==> src/hdl/qsr_pkg.sv <==
// qsr_pkg: request kind codes and the structs passed between the span rasterizer blocks.
// No dependencies.
package qsr_pkg;

   localparam int COORD_W = 8;

   localparam logic [1:0] KIND_BEGIN = 2'd0;
   localparam logic [1:0] KIND_EDGE  = 2'd1;
   localparam logic [1:0] KIND_READ  = 2'd2;

   // one Bresenham point from the line walker
   typedef struct packed {
      logic               vld;
      logic               last;
      logic [COORD_W-1:0] row;
      logic [COORD_W-1:0] col;
   } point_type;

   // address and update request into the span store
   typedef struct packed {
      logic               update;
      logic [COORD_W-1:0] row;
      logic [COORD_W-1:0] col;
   } probe_type;

   // merged span of the row sitting in the store's data stage
   typedef struct packed {
      logic [COORD_W-1:0] row;
      logic [COORD_W-1:0] left;
      logic signed [8:0]  right;
      logic               drawn;
   } span_type;

endpackage

==> src/hdl/qsr_ram.sv <==
// qsr_ram: generic single-write, single-read RAM with registered read data.
// No dependencies.
module qsr_ram #(
   parameter int WIDTH = 8,
   parameter int DEPTH = 132
) (
   input  logic                     clock,
   input  logic                     wr_en,
   input  logic [$clog2(DEPTH)-1:0] wr_addr,
   input  logic [WIDTH-1:0]         wr_data,
   input  logic [$clog2(DEPTH)-1:0] rd_addr,
   output logic [WIDTH-1:0]         rd_data
);

   logic [WIDTH-1:0] mem_ff [DEPTH];
   logic [WIDTH-1:0] rd_data_ff;

   always_ff @(posedge clock) begin
      if (wr_en) begin
         mem_ff[wr_addr] <= wr_data;
      end
      rd_data_ff <= mem_ff[rd_addr];
   end

   assign rd_data = rd_data_ff;

endmodule

==> src/hdl/qsr_line_walker.sv <==
// qsr_line_walker: Bresenham point generator, one point per cycle from start to end.
// Depends on qsr_pkg.
module qsr_line_walker (
   input  logic               clock,
   input  logic               reset,
   input  logic               start,
   input  logic [7:0]         start_x,
   input  logic [7:0]         start_y,
   input  logic [7:0]         end_x,
   input  logic [7:0]         end_y,
   output qsr_pkg::point_type point
);
   import qsr_pkg::*;

   logic              active_ff;
   logic [7:0]        x_ff, y_ff, xe_ff, ye_ff;
   logic [7:0]        dx_ff, dy_ff;
   logic              x_neg_ff, y_neg_ff;
   logic signed [9:0] err_ff;

   logic [7:0]         dx_in, dy_in;
   logic signed [10:0] e2;
   logic               at_end, move_x, move_y;
   logic signed [9:0]  err_in;
   logic [7:0]         x_in, y_in;

   assign dx_in  = (start_x > end_x) ? start_x - end_x : end_x - start_x;
   assign dy_in  = (start_y > end_y) ? start_y - end_y : end_y - start_y;
   assign at_end = (x_ff == xe_ff) && (y_ff == ye_ff);

   // e2 = 2*err, compared against -dy and dx
   assign e2     = {err_ff, 1'b0};
   assign move_x = e2 > -$signed({3'b000, dy_ff});
   assign move_y = e2 < $signed({3'b000, dx_ff});

   always_comb begin
      err_in = err_ff;
      if (move_x) begin
         err_in = err_in - $signed({2'b00, dy_ff});
      end
      if (move_y) begin
         err_in = err_in + $signed({2'b00, dx_ff});
      end
      x_in = x_ff;
      if (move_x) begin
         x_in = x_neg_ff ? x_ff - 8'd1 : x_ff + 8'd1;
      end
      y_in = y_ff;
      if (move_y) begin
         y_in = y_neg_ff ? y_ff - 8'd1 : y_ff + 8'd1;
      end
   end

   always_ff @(posedge clock) begin
      if (reset) begin
         active_ff <= 1'b0;
      end else if (start) begin
         active_ff <= 1'b1;
      end else if (active_ff && at_end) begin
         active_ff <= 1'b0;
      end
   end

   always_ff @(posedge clock) begin
      if (start) begin
         x_ff     <= start_x;
         y_ff     <= start_y;
         xe_ff    <= end_x;
         ye_ff    <= end_y;
         dx_ff    <= dx_in;
         dy_ff    <= dy_in;
         x_neg_ff <= start_x > end_x;
         y_neg_ff <= start_y > end_y;
         err_ff   <= $signed({2'b00, dx_in}) - $signed({2'b00, dy_in});
      end else if (active_ff && !at_end) begin
         x_ff   <= x_in;
         y_ff   <= y_in;
         err_ff <= err_in;
      end
   end

   assign point.vld  = active_ff;
   assign point.last = active_ff && at_end;
   assign point.row  = y_ff;
   assign point.col  = x_ff;

endmodule

==> src/hdl/qsr_span_store.sv <==
// qsr_span_store: left/right span RAMs with per-row valid bits, read-modify-write
// of one point per cycle while hold is low and forwarding of the previous write. Depends on qsr_pkg, qsr_ram.
module qsr_span_store #(
   parameter int ROWS = 132,
   parameter int COLS = 132
) (
   input  logic               clock,
   input  logic               reset,
   input  logic               clear,
   input  logic               hold,
   input  qsr_pkg::probe_type probe,
   output qsr_pkg::span_type  span
);
   import qsr_pkg::*;

   localparam int AW = $clog2(ROWS);
   localparam logic [7:0]        LeftInit  = 8'(COLS + 1);
   localparam logic signed [8:0] RightInit = -9'sd1;
   localparam logic [8:0]        RightMax  = 9'(ROWS - 1);

   probe_type         stage_ff, stage_in;
   logic [ROWS-1:0]   valid_ff;
   logic              fwd_vld_ff;
   logic [AW-1:0]     fwd_row_ff;
   logic [7:0]        fwd_left_ff;
   logic signed [8:0] fwd_right_ff;

   logic [AW-1:0]     rd_addr, sidx;
   logic [7:0]        rd_left;
   logic [8:0]        rd_right;
   logic              stage_in_rng, row_live, fwd_hit, wr_en;
   logic [7:0]        cur_left, new_left;
   logic signed [8:0] cur_right, new_right, col_s;

   always_comb begin
      stage_in        = probe;
      stage_in.update = probe.update && ({1'b0, probe.row} < 9'(ROWS));
   end

   // while held the stage keeps its row, so the read data stays put
   assign rd_addr = hold ? stage_ff.row[AW-1:0] : probe.row[AW-1:0];
   assign sidx    = stage_ff.row[AW-1:0];

   assign stage_in_rng = {1'b0, stage_ff.row} < 9'(ROWS);
   assign row_live     = stage_in_rng && valid_ff[sidx];
   assign fwd_hit      = fwd_vld_ff && (fwd_row_ff == sidx);

   always_comb begin
      if (fwd_hit) begin
         cur_left  = fwd_left_ff;
         cur_right = fwd_right_ff;
      end else if (row_live) begin
         cur_left  = rd_left;
         cur_right = $signed(rd_right);
      end else begin
         cur_left  = LeftInit;
         cur_right = RightInit;
      end
   end

   assign col_s     = $signed({1'b0, stage_ff.col});
   assign new_left  = (stage_ff.col < cur_left) ? stage_ff.col : cur_left;
   assign new_right = (col_s > cur_right) ?
                      ((stage_ff.col < 8'(ROWS)) ? col_s : $signed(RightMax)) : cur_right;
   assign wr_en     = stage_ff.update;

   qsr_ram #(.WIDTH(8), .DEPTH(ROWS)) u_left_ram (
      .clock   (clock),
      .wr_en   (wr_en),
      .wr_addr (sidx),
      .wr_data (new_left),
      .rd_addr (rd_addr),
      .rd_data (rd_left)
   );

   qsr_ram #(.WIDTH(9), .DEPTH(ROWS)) u_right_ram (
      .clock   (clock),
      .wr_en   (wr_en),
      .wr_addr (sidx),
      .wr_data (new_right),
      .rd_addr (rd_addr),
      .rd_data (rd_right)
   );

   always_ff @(posedge clock) begin
      if (reset) begin
         stage_ff   <= '0;
         valid_ff   <= '0;
         fwd_vld_ff <= 1'b0;
      end else begin
         if (!hold) begin
            stage_ff <= stage_in;
         end
         if (clear) begin
            valid_ff   <= '0;
            fwd_vld_ff <= 1'b0;
         end else if (wr_en) begin
            valid_ff[sidx] <= 1'b1;
            fwd_vld_ff     <= 1'b1;
         end
      end
   end

   always_ff @(posedge clock) begin
      if (wr_en) begin
         fwd_row_ff   <= sidx;
         fwd_left_ff  <= new_left;
         fwd_right_ff <= new_right;
      end
   end

   assign span.row   = stage_ff.row;
   assign span.left  = cur_left;
   assign span.right = cur_right;
   assign span.drawn = cur_right > $signed({1'b0, cur_left});

endmodule

==> src/hdl/quad_span_rasterizer.sv <==
// quad_span_rasterizer: top level, request sequencer and response register.
// Depends on qsr_pkg, qsr_line_walker, qsr_span_store.
//
// Per-row span builder for polygon fill. A begin request drops every row's valid
// bit (untouched rows read as left COLS+1, right -1) and latches the color. An edge
// request walks N Bresenham points (max(|dx|,|dy|)+1, at most 256): the span RAMs
// do one read-modify-write per point, so one point retires per cycle; the walker
// is loaded first and S_DRAIN finishes the last write. A read request waits in
// S_READ while the previous response has not been taken; a read of a row at or
// beyond ROWS gives no response. No clearing pass follows reset. One request is
// worked on at a time; the response register lets the next request in while a
// result waits.
module quad_span_rasterizer #(
   parameter int ROWS = 132,
   parameter int COLS = 132
) (
   input  logic              clock,
   input  logic              reset,
   input  logic              req_valid,
   output logic              req_ready,
   input  logic [1:0]        req_kind,
   input  logic [7:0]        req_start_x,
   input  logic [7:0]        req_start_y,
   input  logic [7:0]        req_end_x,
   input  logic [7:0]        req_end_y,
   input  logic [7:0]        req_fill_value,
   input  logic [7:0]        req_row_index,
   output logic              rsp_valid,
   input  logic              rsp_ready,
   output logic [7:0]        rsp_span_row,
   output logic [7:0]        rsp_span_left,
   output logic signed [8:0] rsp_span_right,
   output logic              rsp_span_valid,
   output logic [7:0]        rsp_span_color
);
   import qsr_pkg::*;

   typedef enum logic [1:0] {S_IDLE, S_WALK, S_DRAIN, S_READ} state_type;

   state_type         state_ff;
   logic              rsp_valid_ff;
   logic [7:0]        row_ff, left_ff, color_ff, fill_color_ff;
   logic signed [8:0] right_ff;
   logic              drawn_ff;

   logic      accept, rsp_free, walk_start, clear, hold;
   point_type walk_pt;
   probe_type probe;
   span_type  span;

   assign req_ready  = (state_ff == S_IDLE);
   assign accept     = req_valid && req_ready;
   assign rsp_free   = !rsp_valid_ff || rsp_ready;
   assign walk_start = accept && (req_kind == KIND_EDGE);
   assign clear      = accept && (req_kind == KIND_BEGIN);
   assign hold       = (state_ff == S_READ);

   always_comb begin
      if (state_ff == S_WALK) begin
         probe.update = walk_pt.vld;
         probe.row    = walk_pt.row;
         probe.col    = walk_pt.col;
      end else begin
         probe.update = 1'b0;
         probe.row    = req_row_index;
         probe.col    = '0;
      end
   end

   qsr_line_walker u_walker (
      .clock   (clock),
      .reset   (reset),
      .start   (walk_start),
      .start_x (req_start_x),
      .start_y (req_start_y),
      .end_x   (req_end_x),
      .end_y   (req_end_y),
      .point   (walk_pt)
   );

   qsr_span_store #(.ROWS(ROWS), .COLS(COLS)) u_store (
      .clock (clock),
      .reset (reset),
      .clear (clear),
      .hold  (hold),
      .probe (probe),
      .span  (span)
   );

   always_ff @(posedge clock) begin
      if (reset) begin
         state_ff      <= S_IDLE;
         rsp_valid_ff  <= 1'b0;
         fill_color_ff <= '0;
      end else begin
         // in S_READ the response register is reloaded below instead
         if (rsp_valid_ff && rsp_ready && (state_ff != S_READ)) begin
            rsp_valid_ff <= 1'b0;
         end
         unique case (state_ff)
            S_IDLE: begin
               if (accept) begin
                  unique case (req_kind)
                     KIND_BEGIN: fill_color_ff <= req_fill_value;
                     KIND_EDGE:  state_ff <= S_WALK;
                     KIND_READ: begin
                        if ({1'b0, req_row_index} < 9'(ROWS)) begin
                           state_ff <= S_READ;
                        end
                     end
                     default: ;
                  endcase
               end
            end
            S_WALK: begin
               if (walk_pt.last) begin
                  state_ff <= S_DRAIN;
               end
            end
            S_DRAIN: state_ff <= S_IDLE;
            S_READ: begin
               if (rsp_free) begin
                  rsp_valid_ff <= 1'b1;
                  row_ff       <= span.row;
                  left_ff      <= span.left;
                  right_ff     <= span.right;
                  drawn_ff     <= span.drawn;
                  color_ff     <= fill_color_ff;
                  state_ff     <= S_IDLE;
               end
            end
            default: state_ff <= S_IDLE;
         endcase
      end
   end

   assign rsp_valid      = rsp_valid_ff;
   assign rsp_span_row   = row_ff;
   assign rsp_span_left  = left_ff;
   assign rsp_span_right = right_ff;
   assign rsp_span_valid = drawn_ff;
   assign rsp_span_color = color_ff;

endmodule

==> config.mk <==
export PLATFORM = sky130hd
export DESIGN_NAME = quad_span_rasterizer
export DESIGN_NICKNAME = d
export VERILOG_FILES = /design/src/hdl/qsr_pkg.sv /design/src/hdl/qsr_ram.sv /design/src/hdl/qsr_line_walker.sv /design/src/hdl/qsr_span_store.sv /design/src/hdl/quad_span_rasterizer.sv
export SDC_FILE = /design/constraint.sdc
export NUM_CORES = 2
export LEC_CHECK = 0
export BUFFER_PORTS_ARGS = -buffer_cell sky130_fd_sc_hd__buf_2
export CORE_MARGIN = 1.5
export CORE_UTILIZATION = 35
export CTS_BUF_LIST = sky130_fd_sc_hd__clkbuf_8
export DETAILED_ROUTE_END_ITERATION = 8
export GPL_ROUTABILITY_DRIVEN = 0
export PLACE_DENSITY = 0.52
export SYNTH_ARGS = -nofsm -noshare
export SYNTH_HDL_FRONTEND = slang
export SYNTH_SLANG_ARGS = --single-unit
==> constraint.sdc <==
create_clock -name clock -period 7.8 [get_ports clock]
set_clock_uncertainty 0.05 [all_clocks]
set_input_delay 0 -clock clock [delete_from_list [all_inputs] [get_ports clock]]
set_output_delay 0 -clock clock [all_outputs]
set_load 0.01 [all_outputs]
## After elaboration in Yosys (flattened, before gate mapping)

Memory sizes are Yosys's and may differ from the RTL's. A register that Yosys moved wholly into a read port is not among the register bits.
Index checks and enable logic that the tools add are counted.

- Flip-flop bits (word level): 281
- Bits in latches: 0
- Bits in writable memories: 2244
- ROM bits: 0
- Input bits: 54
- Output and inout port bits: 36
- Word-level logic and storage cells: 136
- Memories kept: 2

Memories:

| name | depth | width | rd ports | clocked after memory_dff | wr ports | RTL line | RTL |
|---|---|---|---|---|---|---|---|
| u_store.u_right_ram.mem_ff | 132 | 9 | 1 | 1 | 1 | qsr_ram.sv:15 | `logic [WIDTH-1:0] mem_ff [DEPTH];` |
| u_store.u_left_ram.mem_ff | 132 | 8 | 1 | 1 | 1 | qsr_ram.sv:15 |  |

- Add/sub/neg operators: 12
- Multiply operators: 0
- Div/mod/pow operators: 0
- Magnitude comparators: 13
- Eq/ne operators: 14
- Shift-type cells: 0
- Muxes and demuxes: 40
- Bitwise logic cells: 2
- Reductions and logical operators: 27

Operator list:

| cell | count |
|---|---|
| 132-bit bitwise OR | 1 |
| 8-bit two-way mux | 15 |
| 10-bit two-way mux | 4 |
| 8-bit less-than comparator, second input constant | 4 |
| 8-bit subtractor | 4 |
| 9-bit two-way mux | 3 |
| 8-bit == test | 3 |
| 9-bit greater-than comparator | 2 |
| 17-bit two-way mux | 1 |
| 8-bit by 1-bit adder with 8-bit output, second input constant | 2 |
| 8-bit greater-than comparator | 2 |
| 8-bit by 1-bit subtractor with 8-bit output, second input constant | 2 |
| 1-bit logical AND | 12 |
| 11-bit greater-than comparator | 1 |
| 11-bit by 9-bit less-than comparator with 1-bit output | 1 |
| 8-bit negator with 11-bit output | 1 |
| 10-bit by 9-bit adder with 10-bit output | 1 |
| 10-bit by 9-bit subtractor with 10-bit output | 1 |
| 8-bit by 9-bit less-than comparator with 1-bit output, second input constant | 1 |
| 1-bit two-way mux | 9 |
| 8-bit by 8-bit subtractor with 9-bit output | 1 |
| 1-bit binary-select mux with 8-bit select | 1 |
| 1-bit demux with 8-bit select | 1 |
| 8-bit by 1-bit greater-or-equal comparator with 1-bit output, second input constant | 1 |
| other kinds (19) | 34 |

## Depth between registers and ports, before layout

- Word-level depth: 7
- Mapped depth: 27
- Gate-level depth less buffers: 25

## By module

Synthesis repeated with hierarchy kept, for this count alone.

- Cell total of the unflattened synthesis: 5564
- Area, all modules: 102972.5 um^2

Modules (own cells, without submodules):

| module | instances | cells an instance | area an instance (um^2) | seq. area each (um^2) |
|---|---|---|---|---|
| qsr_ram (u_store.u_right_ram) | 1 | 2103 | 46424.5 | 35854.4 |
| qsr_ram (u_store.u_left_ram) | 1 | 1891 | 40966.8 | 31870.6 |
| qsr_span_store | 1 | 861 | 7980.2 | 3753.6 |
| qsr_line_walker | 1 | 598 | 5921.9 | 1821.7 |
| quad_span_rasterizer | 1 | 111 | 1679.1 | 1241.2 |

## Least setup slack after synthesis

OpenSTA, ideal clock, no wires.

- Kind: reg2reg
- From: register u_store.stage_ff (netlist bit u_store.sidx[1])
- To: register u_store.fwd_right_ff[3], data pin
- Library setup time: 0.949 ns
- Arrival time: 7.546 ns
- Required time: 6.801 ns
- Path slack: -0.745 ns
- Stages on the path, launching flop included: 21
- Path buffers: 3
- Clock period less this slack: 8.545 ns
- Cell sequence: dfxtp_1 > buf_6 > buf_2 > mux4_2 > mux4_2 > mux2_2 > a22oi_4 > nand3_4 > nand2_4 > o22ai_1 > ha_1 > nor2b_1 > o21ai_0 > nand2b_1 > a21oi_1 > o21ai_0 > a21o_1 > a21oi_1 > o21bai_1 > buf_2 > mux2i_1

- Longest elaborated chain between the ends: 7
- Elaborated cells between the ends (all ways): 10
- Those cells by class: order compare (2); eq/ne (1); mux (5); reduce/logical (2)

RTL lines:

| item | RTL line | RTL |
|---|---|---|
| from (decl) | qsr_span_store.sv:21 | `probe_type stage_ff, stage_in;` |
| from (signal assigned) | qsr_span_store.sv:92 | `stage_ff <= stage_in;` |
| 1-bit binary-select mux with 8-bit select | qsr_span_store.sv:45 | `assign row_live = stage_in_rng && valid_ff[sidx];` |
| 1-bit two-way mux (implied by the code) | qsr_span_store.sv:45 |  |
| 1-bit logical AND | qsr_span_store.sv:45 |  |
| 9-bit two-way mux | qsr_span_store.sv:52 | `end else if (row_live) begin` |
| 9-bit two-way mux (*) | qsr_span_store.sv:49 | `if (fwd_hit) begin` |
| 9-bit greater-than comparator | qsr_span_store.sv:63 | `assign new_right = (col_s > cur_right) ?` |
| 9-bit two-way mux (*) | qsr_span_store.sv:63 |  |
| via u_store.new_right[3] | qsr_span_store.sv:33 | `logic signed [8:0] cur_right, new_right, col_s;` |
| to (signal assigned) | qsr_span_store.sv:108 | `fwd_right_ff <= new_right;` |
| to (decl) | qsr_span_store.sv:26 | `logic signed [8:0] fwd_right_ff;` |

The timed path passes the listed nets; every way through them passes the cells marked *. The select of a mux whose other input is x is not followed.
A chain may end at the register's enable or synchronous reset.

==> impl.org <==
** Outcome
- The flow ran to the end, and the final reports show no timing, DRC or antenna violations.

** CTS
- After clock tree synthesis, the flow added hold-fix buffers numbering 142.
- Clock transition at the register clock pins on the worst setup and hold paths after CTS :: approximately 60 ps
- Clk root buf :: sky130_fd_sc_hd__clkbuf_8
- Number of gates resized after cts :: 0
- The longest clock path from root to sink contains 4 buffers.
- H-tree levels :: 5
- Buffers inserted during clock tree synthesis total 420.
- The clock drives approximately 2,500 sinks.
- Clk_lat worst skew :: about 1000 ps
- Postcts setup bufs :: 0
- TritonCTS built the clock tree.

** Global routing
- The initial antenna violation count was 20.
- Overflow left after global routing :: 0
- Entering global routing, the biggest net connects 134 pins.
- Total routing resource utilization after global routing :: between 20% and 30%
- The via count of the first global-routing pass was about 63,000.
- The first global-routing pass estimated 459 mm of wire.

** Synthesis
- In the synthesized netlist the async set-or-reset flop fraction comes to 0%.
- Of the synthesized area, sequential elements account for approximately 73%.
- Post-Synthesis Cells :: 7,428
- Number of different library cells in the post-synthesis netlist :: 69
- Yosys warning total :: 0
- The most used flip-flop cell after synthesis is sky130_fd_sc_hd__edfxtp_1.
- The synthesized design contains around 2,500 register bits.
- Number of enable flip-flop cells after synthesis :: between 2,000 and 2,500
- Each instance of the synthesized netlist takes up on average roughly 14 um^2.
- The synthesized netlist occupies a cell area of slightly above 0.1 mm^2.

** Die
- Pin placement for this block handled 90 I/O pins.
- The core region is slightly below 0.3 mm^2.
- For this configuration, the core starts out at a cell density of 35.2%.
- The die is ~540 um wide.
- The die is between 500 and 600 um tall.
- Std cell rows :: 198
- Die footprint :: approximately 0.30 mm^2

** Power
- The worst-case IR drop observed on VDD is 0.119 mV.
- Summed over all cells, the static leakage comes to approximately 41 nW.
- Power, Total :: between 20 and 30 mW
- Power per cell area :: about 250 mW/mm^2

** Cells and area
- After the last flow step, the layout net total stands at ~8,000.
- The post-route netlist has a little under an eighth of its cells at a drive strength greater than 1.
- Relative to the synthesized area, the layout overhead comes to 15.2%.
- After the flow finishes, the layout carries non-filler instances totaling 12,200.

** Timing
- Slew at the pin with the worst max-slew slack :: between 1000 and 1500 ps
- Top achievable clock speed :: 0.150 GHz
- Setup slack on the critical path of the routed design comes to between 1000 and 1500 ps.
- Final period utilization :: roughly 85%
- Final setup violation count :: 0
- The number of hold violations in the final report was 0.
- Time the worst path needs with I/O delays and setup :: about 6700 ps
- Relative max-transition margin :: about 15%
- Setup repair after global routing left no endpoint under its margin.
- Count of pins over their slew limit :: 0

** Routing
- Dividing the detail-routed via count by the number of cells gives roughly 5.4.
- Number of violations reported at the end of detailed-routing iteration 0 :: around 7,000
- Count of nets left with antenna violations after detail routing :: 0
- Dividing the detail-routed wire length by the instance count gives between 20 and 30 um.
- The pre-antenna-repair detailed-routing pass consisted of 6 iterations.
- The routed design has 324 mm of wire.
- For this run, design rule violations remaining after detail routing come to 0.
- Vias :: between 60,000 and 70,000

** Critical path
- Crit end category :: flop
- Arr. time, crit path :: between 7000 and 8000 ps
- In this run the worst path has a maximum fanout of ~130.
- The critical path is of the flop to flop type.
- Number of cells traversed by the worst register-to-register path :: 15
- Critical Path Start Type :: flop
- Required arrival time at the worst endpoint :: roughly 8400 ps

** Run
- Max-cap violations in this run came to 0.

** Place
- Buffers placed on the I/O ports in this run total slightly below 90.
- Including well taps, the total number of placed cells is 11,300.
- At the placement stage, the worst setup path has a slack of 1300 ps.
- After legalization and detailed placement, the total HPWL measured about 180 mm.

** Worst hold path
- WHS Path Cells :: 4
- Min-Delay Path Class :: input pin to flop
==> critical path, stage by stage (launching register included) <==
cell and delay (ps):
sky130_fd_sc_hd__dfxtp_4 830, sky130_fd_sc_hd__mux4_2 600, sky130_fd_sc_hd__mux4_2 490, sky130_fd_sc_hd__nor2b_1 160, sky130_fd_sc_hd__a211oi_2 480, sky130_fd_sc_hd__a31oi_1 170, sky130_fd_sc_hd__a21oi_1 470, sky130_fd_sc_hd__inv_1 150
sky130_fd_sc_hd__ha_1 330, sky130_fd_sc_hd__a21o_1 120, sky130_fd_sc_hd__a21o_1 110, sky130_fd_sc_hd__a21oi_1 60, sky130_fd_sc_hd__o21ai_0 220, sky130_fd_sc_hd__o22a_1 180, sky130_fd_sc_hd__o41a_1 680, sky130_fd_sc_hd__mux2_8 800
==> cells in the mapped netlist, drive strengths merged, types with 3 or more instances <==
cell type	number	area, um^2
a2111oi	4	35.0
a211o	4	35.0
a211oi	11	87.6
a21o	27	203
a21oi	72	360
a22oi	3	36.3
a311oi	203	1780
a31oi	76	475
a32oi	241	2110
and2	5	31.3
and3	239	1500
buf	106	475
clkbuf	337	1260
dfxtp	179	3580
edfxtp	2363	71000
fa	9	180
ha	108	1350
inv	104	390
mux2	22	278
mux2i	251	2510
mux4	48	1090
nand2	1862	7000
nand2b	23	144
nand3	323	1630
nand3b	4	30.0
nand4	97	607
nor2	245	922
nor2b	31	194
nor3	19	95.1
nor4	65	407
nor4b	3	26.3
o211ai	3	22.5
o21a	145	1090
o21ai	65	325
o21bai	9	67.6
o22ai	11	68.8
or3	3	18.8
or4	5	37.5
xnor2	39	342
xor2	40	350
==> layer usage <==
metal | track usage, % | share of wire [%] | routed length (um)
met3 | 3.49 | 7.4 | 24100
met5 | 0 | 0.0099 | 32
met4 | 7.35 | 3.3 | 10600
met1 | 29.4 | 42 | 137000
met2 | 34.2 | 47 | 151000
==> cell families (layout without fill, tap and decap cells) <==
logic type / after synthesis / count (layout) / share of synthesized area [%]
simple gates: 2930 / 2930 / 12.4
flops: 2542 / 2542 / 72.9
compound gates: 890 / 890 / 6.69
buf+inv: 548 / 1246 / 2.09
mux: 321 / 321 / 3.79
fa+ha+maj: 117 / 117 / 1.50
xor+xnor: 79 / 79 / 0.676
other cells: 1 / 135 / 0.00367
==> report_power, final <==
group          switching (mW)  internal, mW
Clock                    5.34          5.30
Sequential             0.0993          15.0
Combinational            2.31          1.04
Total                    7.75          21.3
==> metrics by stage <==
step / TNS, ps / instance area [um^2] / hold WS, ps / util [%]
floorplan: -594440 / 103000 / 21.6 / -
global placement: 0 / 109000 / 148 / 37.5
detailed placement: 0 / 109000 / 149 / 37.5
CTS: 0 / 118000 / 1.84 / 40.5
global route: 0 / 118000 / 82.0 / 40.5
finish: 0 / 118000 / 72.5 / 40.5
==> flip-flops by register name, summed over array words and instances, names as in the netlist, 9 cells and up <==
signal / flops
rsp_span_right: 9
u_store.u_right_ram.rd_data: 9
u_store.u_left_ram.mem_ff: 1056
u_store.u_right_ram.mem_ff: 1188
u_walker.err_ff: 10
u_store.fwd_right_ff: 9
u_store.valid_ff: 132
==> cells in the final DEF, fill, tap and decap left out, types with 10 or more instances in the layout <==
| cell type | count |
|---|---|
| sky130_fd_sc_hd__edfxtp_1 | 2363 |
| sky130_fd_sc_hd__nand2_1 | 1861 |
| sky130_fd_sc_hd__clkbuf_8 | 442 |
| sky130_fd_sc_hd__nand3_1 | 321 |
| sky130_fd_sc_hd__inv_1 | 277 |
| sky130_fd_sc_hd__mux2i_1 | 245 |
| sky130_fd_sc_hd__a32oi_1 | 241 |
| sky130_fd_sc_hd__and3_1 | 239 |
| sky130_fd_sc_hd__a311oi_1 | 203 |
| sky130_fd_sc_hd__dfxtp_1 | 176 |
| sky130_fd_sc_hd__buf_4 | 149 |
| sky130_fd_sc_hd__o21a_1 | 145 |
| sky130_fd_sc_hd__dlygate4sd3_1 | 142 |
| sky130_fd_sc_hd__nor2_1 | 140 |
| sky130_fd_sc_hd__conb_1 | 133 |
| sky130_fd_sc_hd__ha_1 | 108 |
| sky130_fd_sc_hd__nor2_4 | 98 |
| sky130_fd_sc_hd__nand4_1 | 97 |
| sky130_fd_sc_hd__buf_2 | 89 |
| sky130_fd_sc_hd__a31oi_1 | 76 |
| sky130_fd_sc_hd__clkinv_1 | 70 |
| sky130_fd_sc_hd__a21oi_1 | 69 |
| sky130_fd_sc_hd__o21ai_0 | 65 |
| sky130_fd_sc_hd__nor4_1 | 61 |
| sky130_fd_sc_hd__mux4_2 | 45 |
| sky130_fd_sc_hd__xor2_1 | 40 |
| sky130_fd_sc_hd__xnor2_1 | 39 |
| sky130_fd_sc_hd__clkinv_2 | 33 |
| sky130_fd_sc_hd__nor2b_1 | 30 |
| sky130_fd_sc_hd__a21o_1 | 25 |
| sky130_fd_sc_hd__nand2b_1 | 22 |
| sky130_fd_sc_hd__buf_12 | 22 |
| sky130_fd_sc_hd__nor3_1 | 15 |
| sky130_fd_sc_hd__mux2_2 | 12 |
| sky130_fd_sc_hd__o22ai_1 | 11 |
| sky130_fd_sc_hd__a211oi_1 | 10 |
==> final cells by class <==
cell class,count,area (um^2)
repair buffers,402,3430
flip-flops and latches,2542,74600
diodes,2,5.00
multi-input cells,4470,27200
fillers,27000,173000
clock buffers,442,6080
well taps,3900,4880
inverters,105,394
clock inverters,297,1330
==> path summary, 6_finish.rpt <==
| check | from | to | slack [ps] |
|---|---|---|---|
| max | u_store.sidx[0] | u_store.u_left_ram.mem_ff[99][5] | 1150 |
| max reg2reg | u_store.sidx[0] | u_store.u_left_ram.mem_ff[99][5] | 1150 |
| min reg2reg | fill_color_ff[0] | rsp_span_color[0] | 380 |
| min | req_end_x[0] | u_walker.dx_ff[0] | 70 |
(Power assumes the default switching activity.)
